[src/sv/stt_pkg.sv]
`default_nettype none
package stt_pkg;

  localparam int unsigned KwChars = 16;

  localparam logic [4:0] KindNum    = 5'd0;
  localparam logic [4:0] KindStr    = 5'd1;
  localparam logic [4:0] KindIdent  = 5'd2;
  localparam logic [4:0] KindKw     = 5'd3;
  localparam logic [4:0] KindDotDot = 5'd4;
  localparam logic [4:0] KindArrow  = 5'd5;
  localparam logic [4:0] KindSym0   = 5'd6;
  localparam logic [4:0] KindMinus  = 5'd17;
  localparam logic [4:0] KindEnd    = 5'd21;
  localparam logic [4:0] KindBad    = 5'd22;
  localparam logic [4:0] KindUnterm = 5'd23;

  localparam logic [2:0] ModeIdle    = 3'd0;
  localparam logic [2:0] ModeComment = 3'd1;
  localparam logic [2:0] ModeNum     = 3'd2;
  localparam logic [2:0] ModeIdent   = 3'd3;
  localparam logic [2:0] ModeStr     = 3'd4;
  localparam logic [2:0] ModeDot     = 3'd5;
  localparam logic [2:0] ModeMinus   = 3'd6;

  typedef struct packed {
    logic [4:0]  kind;
    logic [4:0]  kw;
    logic [15:0] start;
    logic [15:0] len;
    logic        last;
  } token_t;

  typedef struct packed {
    logic [1:0] count;
    token_t     t0;
    token_t     t1;
    token_t     t2;
  } bundle_t;

  function automatic logic [4:0] kw_len(input int unsigned k);
    case (k)
      0, 14: return 5'd3;
      2, 3, 4: return 5'd4;
      8, 10, 16: return 5'd5;
      7, 9: return 5'd7;
      17: return 5'd9;
      18: return 5'd11;
      1, 5, 6, 11, 12, 13, 15, 19: return 5'd6;
      default: return 5'd0;
    endcase
  endfunction

  // keyword text is right aligned, first character in the highest used byte
  function automatic logic [7:0] kw_char(input int unsigned k, input int unsigned i);
    logic [KwChars*8-1:0] w;
    int unsigned          l;
    case (k)
      0: w = "Num";
      1: w = "String";
      2: w = "List";
      3: w = "Pair";
      4: w = "Vec3";
      5: w = "Quater";
      6: w = "Random";
      7: w = "Lambert";
      8: w = "Metal";
      9: w = "Dielect";
      10: w = "Light";
      11: w = "XYRect";
      12: w = "XZRect";
      13: w = "YZRect";
      14: w = "Box";
      15: w = "Sphere";
      16: w = "Heart";
      17: w = "Translate";
      18: w = "ConstMedium";
      19: w = "Camera";
      default: w = '0;
    endcase
    l = 32'(kw_len(k));
    if (i < l) begin
      return w[8*(l-1-i) +: 8];
    end
    return 8'd0;
  endfunction

  function automatic logic [4:0] sym_index(input logic [7:0] c);
    case (c)
      "(": return 5'd0;
      ")": return 5'd1;
      "[": return 5'd2;
      "]": return 5'd3;
      "{": return 5'd4;
      "}": return 5'd5;
      ":": return 5'd6;
      ",": return 5'd7;
      "=": return 5'd8;
      "|": return 5'd9;
      "+": return 5'd10;
      "-": return 5'd11;
      "*": return 5'd12;
      "/": return 5'd13;
      "%": return 5'd14;
      default: return 5'd31;
    endcase
  endfunction

endpackage
`default_nettype wire

[src/sv/stt_if.sv]
`default_nettype none
interface stt_in_if;
  logic       valid;
  logic       ready;
  logic [7:0] text_byte;
  logic       final_byte;
  modport source (output valid, text_byte, final_byte, input ready);
  modport sink (input valid, text_byte, final_byte, output ready);
endinterface

interface stt_out_if;
  logic        valid;
  logic        ready;
  logic [4:0]  token_kind;
  logic [4:0]  keyword_index;
  logic [15:0] lexeme_start;
  logic [15:0] lexeme_length;
  logic        end_of_run;
  modport source (output valid, token_kind, keyword_index, lexeme_start, lexeme_length,
    end_of_run, input ready);
  modport sink (input valid, token_kind, keyword_index, lexeme_start, lexeme_length,
    end_of_run, output ready);
endinterface
`default_nettype wire

[src/sv/stt_front.sv]
`default_nettype none
module stt_front
  import stt_pkg::*;
#(
  parameter int unsigned POSITION_BITS = 16,
  parameter int unsigned KEYWORD_COUNT = 20,
  parameter int unsigned MAX_KEYWORD_LENGTH = 11
) (
  input  wire logic       clk_i,
  input  wire logic       rst_ni,
  input  wire logic       valid_i,
  output logic            ready_o,
  input  wire logic [7:0] byte_i,
  input  wire logic       final_i,
  output logic            push_o,
  output bundle_t         bundle_o,
  input  wire logic       full_i
);

  localparam logic [POSITION_BITS-1:0] PosMax = '1;

  logic [2:0]               mode_q, mode_d;
  logic                     single_q, single_d;
  logic [POSITION_BITS-1:0] pos_q, pos_d, start_q, start_d, len_q, len_d;
  logic [KEYWORD_COUNT-1:0] cand_q, cand_d;
  logic                     err_q, err_d;

  logic   fire;
  token_t tk [3];
  logic [1:0] n;

  assign ready_o = !full_i;
  assign fire = valid_i && ready_o;

  function automatic logic [POSITION_BITS-1:0] sat_inc(input logic [POSITION_BITS-1:0] v);
    return (v == PosMax) ? v : v + 1'b1;
  endfunction

  function automatic logic [15:0] clip(input logic [POSITION_BITS-1:0] v);
    logic [31:0] w;
    w = 32'(v);
    return (w > 32'hFFFF) ? 16'hFFFF : w[15:0];
  endfunction

  function automatic logic is_digit(input logic [7:0] c);
    return c >= "0" && c <= "9";
  endfunction

  function automatic logic is_alpha(input logic [7:0] c);
    return (c >= "a" && c <= "z") || (c >= "A" && c <= "Z");
  endfunction

  function automatic logic is_ident(input logic [7:0] c);
    return is_alpha(c) || is_digit(c) || c == "_" || c == "$";
  endfunction

  function automatic logic [KEYWORD_COUNT-1:0] kw_keep(input logic [7:0] c,
                                                       input logic [POSITION_BITS-1:0] idx);
    logic [KEYWORD_COUNT-1:0] keep;
    keep = '0;
    if (32'(idx) < MAX_KEYWORD_LENGTH && 32'(idx) < KwChars) begin
      for (int unsigned k = 0; k < KEYWORD_COUNT; k++) begin
        keep[k] = (kw_char(k, 32'(idx)) == c);
      end
    end
    return keep;
  endfunction

  always_comb begin
    logic [7:0] c;
    logic [POSITION_BITS-1:0] p;
    logic do_begin;
    logic [4:0] si;
    logic [4:0] kwi;
    logic fin_ident, flush_ident;
    c = byte_i;
    p = pos_q;
    mode_d = mode_q;
    single_d = single_q;
    pos_d = pos_q;
    start_d = start_q;
    len_d = len_q;
    cand_d = cand_q;
    err_d = err_q;
    n = 2'd0;
    do_begin = 1'b0;
    fin_ident = 1'b0;
    flush_ident = 1'b0;
    si = sym_index(c);
    kwi = 5'd0;
    for (int i = 0; i < 3; i++) begin
      tk[i] = '0;
    end
    for (int k = KEYWORD_COUNT - 1; k >= 0; k--) begin
      if (cand_q[k] && 32'(kw_len(k)) == 32'(len_q) && 32'(len_q) <= MAX_KEYWORD_LENGTH) begin
        kwi = 5'(k + 1);
      end
    end

    if (!err_q) begin
      case (mode_q)
        ModeComment: begin
          if (c == 8'h0A) begin
            mode_d = ModeIdle;
          end
        end
        ModeStr: begin
          if (c == (single_q ? 8'h27 : 8'h22)) begin
            tk[0] = '{KindStr, 5'd0, clip(start_q), clip(len_q), 1'b0};
            n = 2'd1;
            mode_d = ModeIdle;
          end else begin
            len_d = sat_inc(len_q);
          end
        end
        ModeDot, ModeNum: begin
          if (mode_q == ModeDot && c == ".") begin
            tk[0] = '{KindDotDot, 5'd0, clip(start_q), 16'd2, 1'b0};
            n = 2'd1;
            mode_d = ModeIdle;
          end else if (is_digit(c) || c == "." || c == "-") begin
            mode_d = ModeNum;
            len_d = sat_inc(len_q);
          end else begin
            tk[0] = '{KindNum, 5'd0, clip(start_q), clip(len_q), 1'b0};
            n = 2'd1;
            do_begin = 1'b1;
          end
        end
        ModeIdent: begin
          if (is_ident(c)) begin
            cand_d = cand_q & kw_keep(c, len_q);
            len_d = sat_inc(len_q);
          end else begin
            fin_ident = 1'b1;
            n = 2'd1;
            do_begin = 1'b1;
          end
        end
        ModeMinus: begin
          if (c == ">") begin
            tk[0] = '{KindArrow, 5'd0, clip(start_q), 16'd2, 1'b0};
            n = 2'd1;
            mode_d = ModeIdle;
          end else begin
            tk[0] = '{KindMinus, 5'd0, clip(start_q), 16'd1, 1'b0};
            n = 2'd1;
            do_begin = 1'b1;
          end
        end
        default: do_begin = 1'b1;
      endcase
      if (fin_ident) begin
        tk[0] = (kwi != 5'd0) ? '{KindKw, kwi, clip(start_q), clip(len_q), 1'b0}
                              : '{KindIdent, 5'd0, clip(start_q), clip(len_q), 1'b0};
      end
      if (do_begin) begin
        mode_d = ModeIdle;
        start_d = p;
        len_d = POSITION_BITS'(1);
        if (c == " " || (c >= 8'd9 && c <= 8'd13)) begin
          mode_d = ModeIdle;
        end else if (c == "#") begin
          mode_d = ModeComment;
        end else if (c == ".") begin
          mode_d = ModeDot;
        end else if (c == "-") begin
          mode_d = ModeMinus;
        end else if (is_digit(c)) begin
          mode_d = ModeNum;
        end else if (c == 8'h22 || c == 8'h27) begin
          mode_d = ModeStr;
          single_d = (c == 8'h27);
          start_d = sat_inc(p);
          len_d = '0;
        end else if (is_alpha(c) || c == "_" || c == "$") begin
          mode_d = ModeIdent;
          cand_d = kw_keep(c, '0);
        end else if (si != 5'd31) begin
          tk[n] = '{5'(KindSym0 + si), 5'd0, clip(p), 16'd1, 1'b0};
          n = n + 2'd1;
        end else begin
          tk[n] = '{KindBad, 5'd0, clip(p), 16'd1, 1'b0};
          n = n + 2'd1;
          err_d = 1'b1;
        end
      end
    end

    if (final_i) begin
      if (!err_q && !err_d) begin
        case (mode_d)
          ModeNum: begin
            tk[n] = '{KindNum, 5'd0, clip(start_d), clip(len_d), 1'b0};
            n = n + 2'd1;
          end
          ModeDot: begin
            tk[n] = '{KindNum, 5'd0, clip(start_d), 16'd1, 1'b0};
            n = n + 2'd1;
          end
          ModeMinus: begin
            tk[n] = '{KindMinus, 5'd0, clip(start_d), 16'd1, 1'b0};
            n = n + 2'd1;
          end
          ModeIdent: flush_ident = 1'b1;
          ModeStr: begin
            tk[n] = '{KindUnterm, 5'd0, clip(start_d), clip(len_d), 1'b0};
            n = n + 2'd1;
          end
          default: ;
        endcase
      end
      if (flush_ident) begin
        kwi = 5'd0;
        for (int k = KEYWORD_COUNT - 1; k >= 0; k--) begin
          if (cand_d[k] && 32'(kw_len(k)) == 32'(len_d)
              && 32'(len_d) <= MAX_KEYWORD_LENGTH) begin
            kwi = 5'(k + 1);
          end
        end
        tk[n] = (kwi != 5'd0) ? '{KindKw, kwi, clip(start_d), clip(len_d), 1'b0}
                              : '{KindIdent, 5'd0, clip(start_d), clip(len_d), 1'b0};
        n = n + 2'd1;
      end
      tk[n] = '{KindEnd, 5'd0, clip(sat_inc(p)), 16'd0, 1'b0};
      n = n + 2'd1;
      mode_d = ModeIdle;
      single_d = 1'b0;
      pos_d = '0;
      start_d = '0;
      len_d = '0;
      cand_d = '0;
      err_d = 1'b0;
    end else begin
      pos_d = sat_inc(p);
    end
    if (n != 2'd0) begin
      tk[n - 2'd1].last = 1'b1;
    end
  end

  assign push_o = fire && (n != 2'd0);
  assign bundle_o = '{n, tk[0], tk[1], tk[2]};

  always_ff @(posedge clk_i or negedge rst_ni) begin
    if (!rst_ni) begin
      mode_q <= ModeIdle;
      single_q <= 1'b0;
      pos_q <= '0;
      start_q <= '0;
      len_q <= '0;
      cand_q <= '0;
      err_q <= 1'b0;
    end else if (fire) begin
      mode_q <= mode_d;
      single_q <= single_d;
      pos_q <= pos_d;
      start_q <= start_d;
      len_q <= len_d;
      cand_q <= cand_d;
      err_q <= err_d;
    end
  end

endmodule
`default_nettype wire

[src/sv/stt_queue.sv]
`default_nettype none
module stt_queue
  import stt_pkg::*;
(
  input  wire logic    clk_i,
  input  wire logic    rst_ni,
  input  wire logic    push_i,
  input  wire bundle_t bundle_i,
  output logic         full_o,
  output logic         valid_o,
  output bundle_t      bundle_o,
  input  wire logic    pop_i
);

  bundle_t    mem_q [2];
  logic       wp_q, rp_q;
  logic [1:0] cnt_q;

  assign full_o = (cnt_q == 2'd2);
  assign valid_o = (cnt_q != 2'd0);
  assign bundle_o = mem_q[rp_q];

  always_ff @(posedge clk_i) begin
    if (push_i) begin
      mem_q[wp_q] <= bundle_i;
    end
  end

  always_ff @(posedge clk_i or negedge rst_ni) begin
    if (!rst_ni) begin
      wp_q <= 1'b0;
      rp_q <= 1'b0;
      cnt_q <= 2'd0;
    end else begin
      if (push_i) begin
        wp_q <= !wp_q;
      end
      if (pop_i) begin
        rp_q <= !rp_q;
      end
      cnt_q <= cnt_q + 2'(push_i) - 2'(pop_i);
    end
  end

endmodule
`default_nettype wire

[src/sv/stt_back.sv]
`default_nettype none
module stt_back
  import stt_pkg::*;
(
  input  wire logic    clk_i,
  input  wire logic    rst_ni,
  input  wire logic    valid_i,
  input  wire bundle_t bundle_i,
  output logic         pop_o,
  output logic         valid_o,
  output token_t       token_o,
  input  wire logic    ready_i
);

  logic [1:0] idx_q;
  logic       take;

  assign valid_o = valid_i;
  assign take = valid_i && ready_i;
  assign pop_o = take && (idx_q + 2'd1 == bundle_i.count);

  always_comb begin
    case (idx_q)
      2'd0: token_o = bundle_i.t0;
      2'd1: token_o = bundle_i.t1;
      default: token_o = bundle_i.t2;
    endcase
  end

  always_ff @(posedge clk_i or negedge rst_ni) begin
    if (!rst_ni) begin
      idx_q <= 2'd0;
    end else if (take) begin
      idx_q <= pop_o ? 2'd0 : idx_q + 2'd1;
    end
  end

endmodule
`default_nettype wire

[src/sv/scene_text_tokenizer.sv]
// scene text tokenizer: streaming lexical scanner
// in_i carries one source byte per transaction, with final_byte on the last
// byte of a text; out_o carries one token per transaction
// the front scanner accepts one byte per cycle while the queue is not full
// and writes the 0 to 3 tokens made for it into a two-entry queue as the
// byte is taken; the back end hands them out one per cycle while out_o is
// ready, so a byte that makes n tokens holds the output until all are taken
// throughput: one byte per cycle while tokens are drained as fast as made
// a stalled receiver fills the queue, and then in_i.ready drops
// end_of_run marks the last token of a byte; after the final byte an end
// token follows and scanning restarts at offset 0
// reset clears the scanner, the queue and the output position
`default_nettype none
module scene_text_tokenizer
  import stt_pkg::*;
#(
  parameter int unsigned POSITION_BITS = 16,
  parameter int unsigned KEYWORD_COUNT = 20,
  parameter int unsigned MAX_KEYWORD_LENGTH = 11
) (
  input wire logic clk_i,
  input wire logic rst_ni,
  stt_in_if.sink   in_i,
  stt_out_if.source out_o
);

  logic    push, full, qvalid, pop;
  bundle_t fb, qb;
  token_t  tk;

  stt_front #(
    .POSITION_BITS(POSITION_BITS),
    .KEYWORD_COUNT(KEYWORD_COUNT),
    .MAX_KEYWORD_LENGTH(MAX_KEYWORD_LENGTH)
  ) u_front (
    .clk_i, .rst_ni,
    .valid_i(in_i.valid), .ready_o(in_i.ready),
    .byte_i(in_i.text_byte), .final_i(in_i.final_byte),
    .push_o(push), .bundle_o(fb), .full_i(full)
  );

  stt_queue u_queue (
    .clk_i, .rst_ni,
    .push_i(push), .bundle_i(fb), .full_o(full),
    .valid_o(qvalid), .bundle_o(qb), .pop_i(pop)
  );

  stt_back u_back (
    .clk_i, .rst_ni,
    .valid_i(qvalid), .bundle_i(qb), .pop_o(pop),
    .valid_o(out_o.valid), .token_o(tk), .ready_i(out_o.ready)
  );

  assign out_o.token_kind = tk.kind;
  assign out_o.keyword_index = tk.kw;
  assign out_o.lexeme_start = tk.start;
  assign out_o.lexeme_length = tk.len;
  assign out_o.end_of_run = tk.last;

endmodule
`default_nettype wire

[src/flat_wrapper.sv]
// flat-port wrapper written by rule: the top's interface ports become plain ports
module scene_text_tokenizer_flat import stt_pkg::*;
#(
  parameter int unsigned POSITION_BITS = 16,
  parameter int unsigned KEYWORD_COUNT = 20,
  parameter int unsigned MAX_KEYWORD_LENGTH = 11
)
  (clk_i, rst_ni, in_i_valid, in_i_text_byte, in_i_final_byte, in_i_ready, out_o_valid, out_o_token_kind, out_o_keyword_index, out_o_lexeme_start, out_o_lexeme_length, out_o_end_of_run, out_o_ready);
  stt_in_if in_i_i ();
  stt_out_if out_o_i ();
  input wire logic clk_i;
  input wire logic rst_ni;
  input wire logic [$bits(in_i_i.valid)-1:0] in_i_valid;
  input wire logic [$bits(in_i_i.text_byte)-1:0] in_i_text_byte;
  input wire logic [$bits(in_i_i.final_byte)-1:0] in_i_final_byte;
  output wire logic [$bits(in_i_i.ready)-1:0] in_i_ready;
  output wire logic [$bits(out_o_i.valid)-1:0] out_o_valid;
  output wire logic [$bits(out_o_i.token_kind)-1:0] out_o_token_kind;
  output wire logic [$bits(out_o_i.keyword_index)-1:0] out_o_keyword_index;
  output wire logic [$bits(out_o_i.lexeme_start)-1:0] out_o_lexeme_start;
  output wire logic [$bits(out_o_i.lexeme_length)-1:0] out_o_lexeme_length;
  output wire logic [$bits(out_o_i.end_of_run)-1:0] out_o_end_of_run;
  input wire logic [$bits(out_o_i.ready)-1:0] out_o_ready;
  assign in_i_i.valid = in_i_valid;
  assign in_i_i.text_byte = in_i_text_byte;
  assign in_i_i.final_byte = in_i_final_byte;
  assign in_i_ready = in_i_i.ready;
  assign out_o_valid = out_o_i.valid;
  assign out_o_token_kind = out_o_i.token_kind;
  assign out_o_keyword_index = out_o_i.keyword_index;
  assign out_o_lexeme_start = out_o_i.lexeme_start;
  assign out_o_lexeme_length = out_o_i.lexeme_length;
  assign out_o_end_of_run = out_o_i.end_of_run;
  assign out_o_i.ready = out_o_ready;
  scene_text_tokenizer #(.POSITION_BITS(POSITION_BITS), .KEYWORD_COUNT(KEYWORD_COUNT), .MAX_KEYWORD_LENGTH(MAX_KEYWORD_LENGTH)) u_core (.clk_i(clk_i), .rst_ni(rst_ni), .in_i(in_i_i), .out_o(out_o_i));
endmodule
[config.mk]
export PLATFORM = sky130hd
export DESIGN_NAME = scene_text_tokenizer_flat
export DESIGN_NICKNAME = d
export VERILOG_FILES = /design/src/sv/stt_pkg.sv /design/src/sv/stt_if.sv /design/src/sv/stt_front.sv /design/src/sv/stt_queue.sv /design/src/sv/stt_back.sv /design/src/sv/scene_text_tokenizer.sv /design/src/flat_wrapper.sv
export SDC_FILE = /design/constraint.sdc
export NUM_CORES = 1
export LEC_CHECK = 0
export BUFFER_PORTS_ARGS = -buffer_cell sky130_fd_sc_hd__buf_2
export CAP_MARGIN = 20
export CORE_ASPECT_RATIO = 0.9
export CORE_MARGIN = 5
export CORE_UTILIZATION = 35
export CTS_BUF_LIST = sky130_fd_sc_hd__clkbuf_2 sky130_fd_sc_hd__clkbuf_4 sky130_fd_sc_hd__clkbuf_8
export CTS_CLUSTER_DIAMETER = 200
export DETAILED_ROUTE_END_ITERATION = 8
export PLACE_DENSITY_LB_ADDON = 0.25
export SETUP_SLACK_MARGIN = 0.3
export SLEW_MARGIN = 20
export SYNTH_ARGS = -nofsm -noshare
export SYNTH_HDL_FRONTEND = slang
export SYNTH_SLANG_ARGS = --single-unit
export TNS_END_PERCENT = 30
[constraint.sdc]
create_clock -name clk_i -period 12.1 [get_ports clk_i]
set_input_delay 1.21 -clock clk_i [delete_from_list [all_inputs] [get_ports clk_i]]
set_output_delay 1.21 -clock clk_i [all_outputs]
set_load 0.005 [all_outputs]
-- Word level (Yosys, flattened, before mapping)
Memories as Yosys holds them, arrays and structs flattened.
Index checks and enable logic that the tools add are counted.
- bits in registers: 79
- bits in writable memories: 262
- input bits: 13
- word-level logic and storage cells: 1363
- memories kept: 1
- memories (name ; depth ; bits a word ; rd ports ; clocked after memory_dff ; wr ports ; RTL line ; source):
    u_core.u_queue.mem_q ; 2 ; 131 ; 1 ; 0 ; 1 ; stt_queue.sv:15 ; bundle_t mem_q [2];
- $add $sub $neg: 32
- order comparisons: 36
- eq/ne operators: 102
- shift-type cells: 40
- multiplexer cells: 1013
- bitwise operators: 6
- reductions and logical operators: 122
- operators by type and width (kind ; count):
    128-bit two-way mux ; 260
    128-bit by 33-bit indexed part select with 8-bit output ; 40
    8-bit two-way mux ; 340
    129-bit two-way mux ; 16
    129-bit bitwise mux ; 9
    5-bit two-way mux ; 147
    129-bit one-hot mux with 4 select lines ; 1
    43-bit demux with 2-bit select ; 5
    8-bit equality test ; 40
    20-bit two-way mux ; 16
    16-bit two-way mux ; 19
    43-bit two-way mux ; 7
    1-bit two-way mux ; 148
    8-bit by 6-bit equality test with 1-bit output (second input constant) ; 17
    43-bit one-hot mux with 3 select lines ; 1
    6-bit by 17-bit subtractor with 18-bit output ; 7
    39-bit two-way mux ; 3
    5-bit by 16-bit equality test with 1-bit output ; 7
    16-bit by 5-bit less-than comparator with 1-bit output ; 7
    1-bit logical AND ; 96
    43-bit one-hot mux with 2 select lines ; 1
    5-bit by 1-bit subtractor with 6-bit output (second input constant) ; 14
    5-bit one-hot mux with 15 select lines ; 1
    3-bit by 16-bit equality test with 1-bit output (first input constant) ; 4
    49 further kinds ; 145

-- Depth between registers and ports, before layout
- word-level depth: 78
- mapped depth: 30

-- Modules after synthesis
A second synthesis with hierarchy kept.
- cells, all modules: 2534
- area total of the unflattened synthesis: 24006.8 µm²
- by module, submodules not included (module ; instances ; cells an instance ; area an instance (µm²) ; seq. area each (µm²)):
    stt_front ; 1 ; 1949 ; 13100.1 ; 1826.8
    stt_queue ; 1 ; 423 ; 9983.3 ; 7967.6
    stt_back ; 1 ; 162 ; 923.4 ; 50.0

-- Worst setup path before layout
OpenSTA, ideal clock, no wires.
- path kind: input -> register
- from: input port in_i_text_byte[4]
- to: memory u_core.u_queue.mem_q[0][0] in the netlist's numbering, enable pin
- arrival: 11614 ps
- required time: 11479 ps
- setup slack: -135 ps
- stages: 26
- cell sequence: buf_2 > nor4b_4 > a32oi_1 > o221a_2 > nand2_1 > clkbuf_1 > nand2_1 > nor3_1 > inv_1 > clkbuf_1 > clkbuf_1 > ha_1 > nor2_1 > a211oi_2 > inv_2 > ha_1 > a21oi_1 > ha_1 > nand2_1 > o21ai_0 > ha_1 > nand2_1 > a21boi_0 > a31oi_1 > nand2_1 > nor2_1
- longest elaborated chain between the ends: 32
- elaborated cells on any way between the ends: 121
- those cells by class: 4 x add/sub; 8 x order compare; 31 x eq/ne; 58 x mux; 20 x reduce/logical
- RTL lines (item ; RTL line ; source):
    from (decl) ; flat_wrapper.sv:14 ; input wire logic [$bits(in_i_i.text_byte)-1:0] in_i_text_byte;
    8-bit by 7-bit greater-or-equal comparator with 1-bit output or 8-bit by 7-bit <= comparator with 1-bit output (tied branches) ; stt_front.sv:50 ; return (c >= "a" && c <= "z") || (c >= "A" && c <= "Z");
    1-bit logical AND ; stt_front.sv:50 ;
    1-bit logical OR ; stt_front.sv:50 ;
    1-bit logical OR (3 in series) ; stt_front.sv:54 ; return is_alpha(c) || is_digit(c) || c == "_" || c == "$";
    1-bit two-way mux ; stt_front.sv:131 ; if (is_ident(c)) begin
    1-bit one-hot mux with 4 select lines ; stt_front.sv:101 ; case (mode_q)
    2-bit two-way mux ; stt_front.sv:100 ; if (!err_q) begin
    2-bit by 1-bit adder with 2-bit output ; stt_front.sv:181, stt_front.sv:184 ;
    (+14 left out) ; - ;
    2-bit two-way mux ; stt_front.sv:213 ; if (flush_ident) begin
    2-bit two-way mux ; stt_front.sv:190 ; if (final_i) begin
    2-bit by 1-bit adder with 2-bit output ; stt_front.sv:226 ; n = n + 2'd1;
    2-bit two-way mux (*) ; stt_front.sv:190 ;
    2-bit nonzero test (*) ; stt_front.sv:242 ; assign push_o = fire && (n != 2'd0);
    1-bit logical AND (*) ; stt_front.sv:242 ;
    1-bit two-way mux (*) ; stt_queue.sv:24 ; if (push_i) begin
    1-bit two-way mux (implied by the code) (*) ; stt_queue.sv:25 ; mem_q[wp_q] <= bundle_i;
    to (decl) ; stt_queue.sv:15 ;
Every way passes the cells marked *; elsewhere a longest branch is shown, timed or not. The select of a mux whose other input is x is not followed.

-- Worst setup path in the final report
- from: input port in_i_text_byte[5]
- to: memory u_core.u_queue.mem_q[1][32] in the netlist's numbering, enable pin
Same word-level chain as after synthesis.

==> flow_metrics.py <==
metrics = {
    "setup_path": {
        "crit_top_cell": "nand2_1",
        "slowest_stage": "buf_4",
        "cp_top_family": "simple AND/OR/NAND/NOR gates",
        "crit_type": "input port to flop",
        "arrival_ns": 9.14,
        "cp-end-kind": "flop",
        "cp_data_required_time_ns": 12.38,
        "path_cells": "buf_2 -> nor4b_4 -> a32oi_1 -> o221a_2 -> nand2_1 -> nand2_1 -> nor3_1 -> inv_1 -> ha_1 -> nor2_1 -> a211oi_2 -> inv_2 -> ha_1 -> a21oi_1 -> ha_1 -> nand2_1 -> o21ai_0 -> ha_1 -> nand2_1 -> a21boi_0 -> a31oi_1 -> nand2_1 -> nor2_4 -> buf_4",
        "cp_slowest_stage_delay_ns": 0.65,
        "worst-path-buf-inv": 4,
        "path_max_fanout": 47,
        "critPathLaunchType": "input port",
    },
    "grt": {
        "grt_overflow": 0,
        "antenna_found_initial": 2,
        "grt_util_all_layers": 0.233,
        "grt_pass1_vias": 18900,
        "grt_pass1_wl_mm": 123,
        "grt_max_degree": 87,
    },
    "synth": {
        "syn_area_per_cell_um2": 9.18,
        "synth_top_flop_cell": "edfxtp_1",
        "syn_area_um2": 22000,
        "synth_cell_types": 103,
        "yosysTopAreaCellShare": 0.355,
        "synth_cells": 2395,
        "syn_nets": 2434,
        "synth.most_common_cell": "nand2_1",
        "synth_edf_count": 260,
        "synth_top_cell_by_area": "edfxtp_1",
        "synth-seq-area-share": 0.445,
        "async_reset_ff_frac": 0.233,
        "synth_warnings": 0,
        "synth_common_cells": "nand2_1 (273), edfxtp_1 (260), nor2_1 (209)",
        "synthTopCellsByArea": "edfxtp_1 (35%), dfrtp_1 (9.0%), nand2_1 (4.7%), nor2_1 (3.6%), o21ai_0 (3.4%)",
        "synth_seq_cells": 339,
    },
    "sta": {
        "whs_ns": 0.417,
        "fin_tns_setup_ns": 0,
        "slew_headroom": 0.228,
        "worst_slew_pin_slew_ns": 1.15,
        "hold_viol": 0,
        "drv_slew": 0,
        "rsz0062_at_grt": "no",
        "max_freq_mhz": 113,
        "min_period_over_period": 0.733,
        "finalClockSkew_ns": 0.0236,
        "setup_viol": 0,
        "layout_min_cycle_time_ns": 8.86,
    },
    "clock_tree": {
        "clock-sinks": 339,
        "postCtsHoldBufs": 0,
        "cts_buffers": 57,
        "cts_root_buffer": "clkbuf_8",
        "insertion_delay_ns": 0.66,
        "h-tree-depth": 2,
        "cts_buffer_depth": 3,
        "cts_tree": "done",
        "clk_pin_slew_worst_paths_ns": 0.06,
        "cts_resized": 0,
        "postCtsSetupRepairBufs": 0,
    },
    "place": {
        "place_congestion": 0.975,
        "dp_hpwl_mm": 56.3,
        "port_buffers": 57,
        "place_area_um2": 23000,
    },
    "detailed_routing": {
        "drt-total-wl_mm": 82.1,
        "detail-route-antenna-nets": 0,
        "drc_errors": 0,
        "vias": 20500,
        "drt-wirelength-per-cell_um": 25.2,
        "first_pass_iters": 8,
        "via_per_inst": 6.30,
        "drtIter0Drc": 2831,
    },
    "floorplan": {
        "start_util": 0.352,
        "die_area_um2": 68000,
        "die_height_um": 248,
        "rows": 87,
        "core_um2": 62500,
        "dieWidth_um": 274,
        "io_pins": 58,
    },
    "finish": {
        "area_growth_pct": 10.3,
        "stdcell_area_um2": 24300,
        "finalCoreUtilization": 0.388,
        "fillCellCount": 6322,
        "drive_above_1_share": 0.114,
        "nNetsFinal": 2404,
    },
    "hold_path": {
        "hold_path.class": "input port to async pin",
    },
    "power": {
        "finalPower_mw": 6.98,
        "leakage_nw": 8.34,
        "powerDensity_nw_per_um2": 288,
        "ir_drop_v": 0.000296,
    },
    "status": {
        "outcome": "completed",
    },
    "job": {
        "cap_violations": 0,
    },
}
## power by group
part	internal [mW]	total [mW]	leakage, nW	switching [mW]
Sequential	1.84	2.02	3.54	0.178
Combinational	1.15	3.90	4.17	2.74
Clock	0.579	1.06	0.633	0.485
Total	3.58	6.98	8.34	3.41
## registers in the layout, summed over array words and instances (netlist names)
| register | flops |
|---|---|
| u_core.u_front.start_q | 16 |
| u_core.u_front.single_q | 1 |
| u_core.u_queue.rp_q | 1 |
| u_core.u_front.mode_q | 3 |
| u_core.u_queue.wp_q | 1 |
| u_core.u_front.pos_q | 16 |
| u_core.u_front.err_q | 1 |
| u_core.u_front.cand_q | 20 |
| u_core.u_queue.mem_q | 260 |
| u_core.u_queue.cnt_q | 2 |
| u_core.u_front.len_q | 16 |
| u_core.u_back.idx_q | 2 |
## layer usage
metal | global-route usage | vias to the layer above | part of all wire
li1 | - | 9174 | -
met1 | 0.357 | 10000 | 0.46
met2 | 0.336 | 1178 | 0.41
met3 | 0.0478 | 145 | 0.096
met4 | 0.0568 | 0 | 0.025
met5 | 0 | - | 0
## kinds of logic after synthesis
family                     after synthesis  share of synthesized area
adders and majority gates               26                     0.0148
DFF                                    339                      0.445
and+or+nand+nor                        840                      0.184
xor gates and xnor gates                80                     0.0319
AOI/OAI and AO/OA                      838                      0.266
buffers and inverters                  240                     0.0433
muxes                                   32                     0.0150
## cell type report
type | count | area [um^2] | area share
flip-flops and latches | 339 | 9790 | 0.403
well taps | 845 | 1060 | 0.0436
repair buffers | 112 | 758 | 0.0312
clock buffers | 80 | 995 | 0.0410
clock inverters | 28 | 204 | 0.00840
multi-input cells | 1816 | 11300 | 0.466
inverters | 39 | 146 | 0.00603
diodes | 1 | 2.50 | 0.000103
## stage by stage
step	setup WS, ns	cells
2_1_floorplan	-0.135	2395
3_3_place_gp	2.89	3149
3_5_place_dp	2.71	3149
4_1_cts	3.37	3257
5_1_grt	2.67	3260
6_report	3.24	3260
## final timing paths
path / start / end / slack (ns) / depth (start not counted)
setup / recovery: in_i_text_byte[5] / u_core.u_queue.mem_q[1][32]$_DFFE_PP_ / 3.24 / 24
hold / removal: rst_ni / u_core.u_front.len_q[10]$_DFFE_PN0P_ / 0.42 / 1
setup reg to reg: u_core.u_front.mode_q[2]$_DFFE_PN0P_ / u_core.u_queue.mem_q[1][32]$_DFFE_PP_ / 4.27 / 22
min in group clk_i: u_core.u_back.idx_q[1]$_DFFE_PN0P_ / u_core.u_back.idx_q[1]$_DFFE_PN0P_ / 0.48 / 2
max in group asynchronous: rst_ni / u_core.u_front.pos_q[14]$_DFFE_PN0P_ / 10.67 / 3
hold reg to reg: u_core.u_back.idx_q[1]$_DFFE_PN0P_ / u_core.u_back.idx_q[1]$_DFFE_PN0P_ / 0.48 / 2
## placed cells by master (no fill, tap or decap), types with 19 or more instances in the layout
cell and n:
mux2i_1 24, o22ai_1 35, o31ai_1 26, and2_1 19
clkinv_1 19, o211ai_1 20, edfxtp_1 260, clkbuf_8 63
and3_1 19, nor2b_1 22, dfrtp_1 77, buf_2 56
nor3_1 74, a31oi_1 61, buf_4 52, nand3_1 56
nand4_1 29, a22o_1 77, nor4_1 28, inv_1 32
a211oi_1 60, a22oi_1 80, ha_1 24, nor2_1 205
nand2_1 272, nand2b_1 28, xnor2_1 62, a21oi_1 133
o21ai_0 151
No activity file was read; power rests on OpenSTA's default activity.
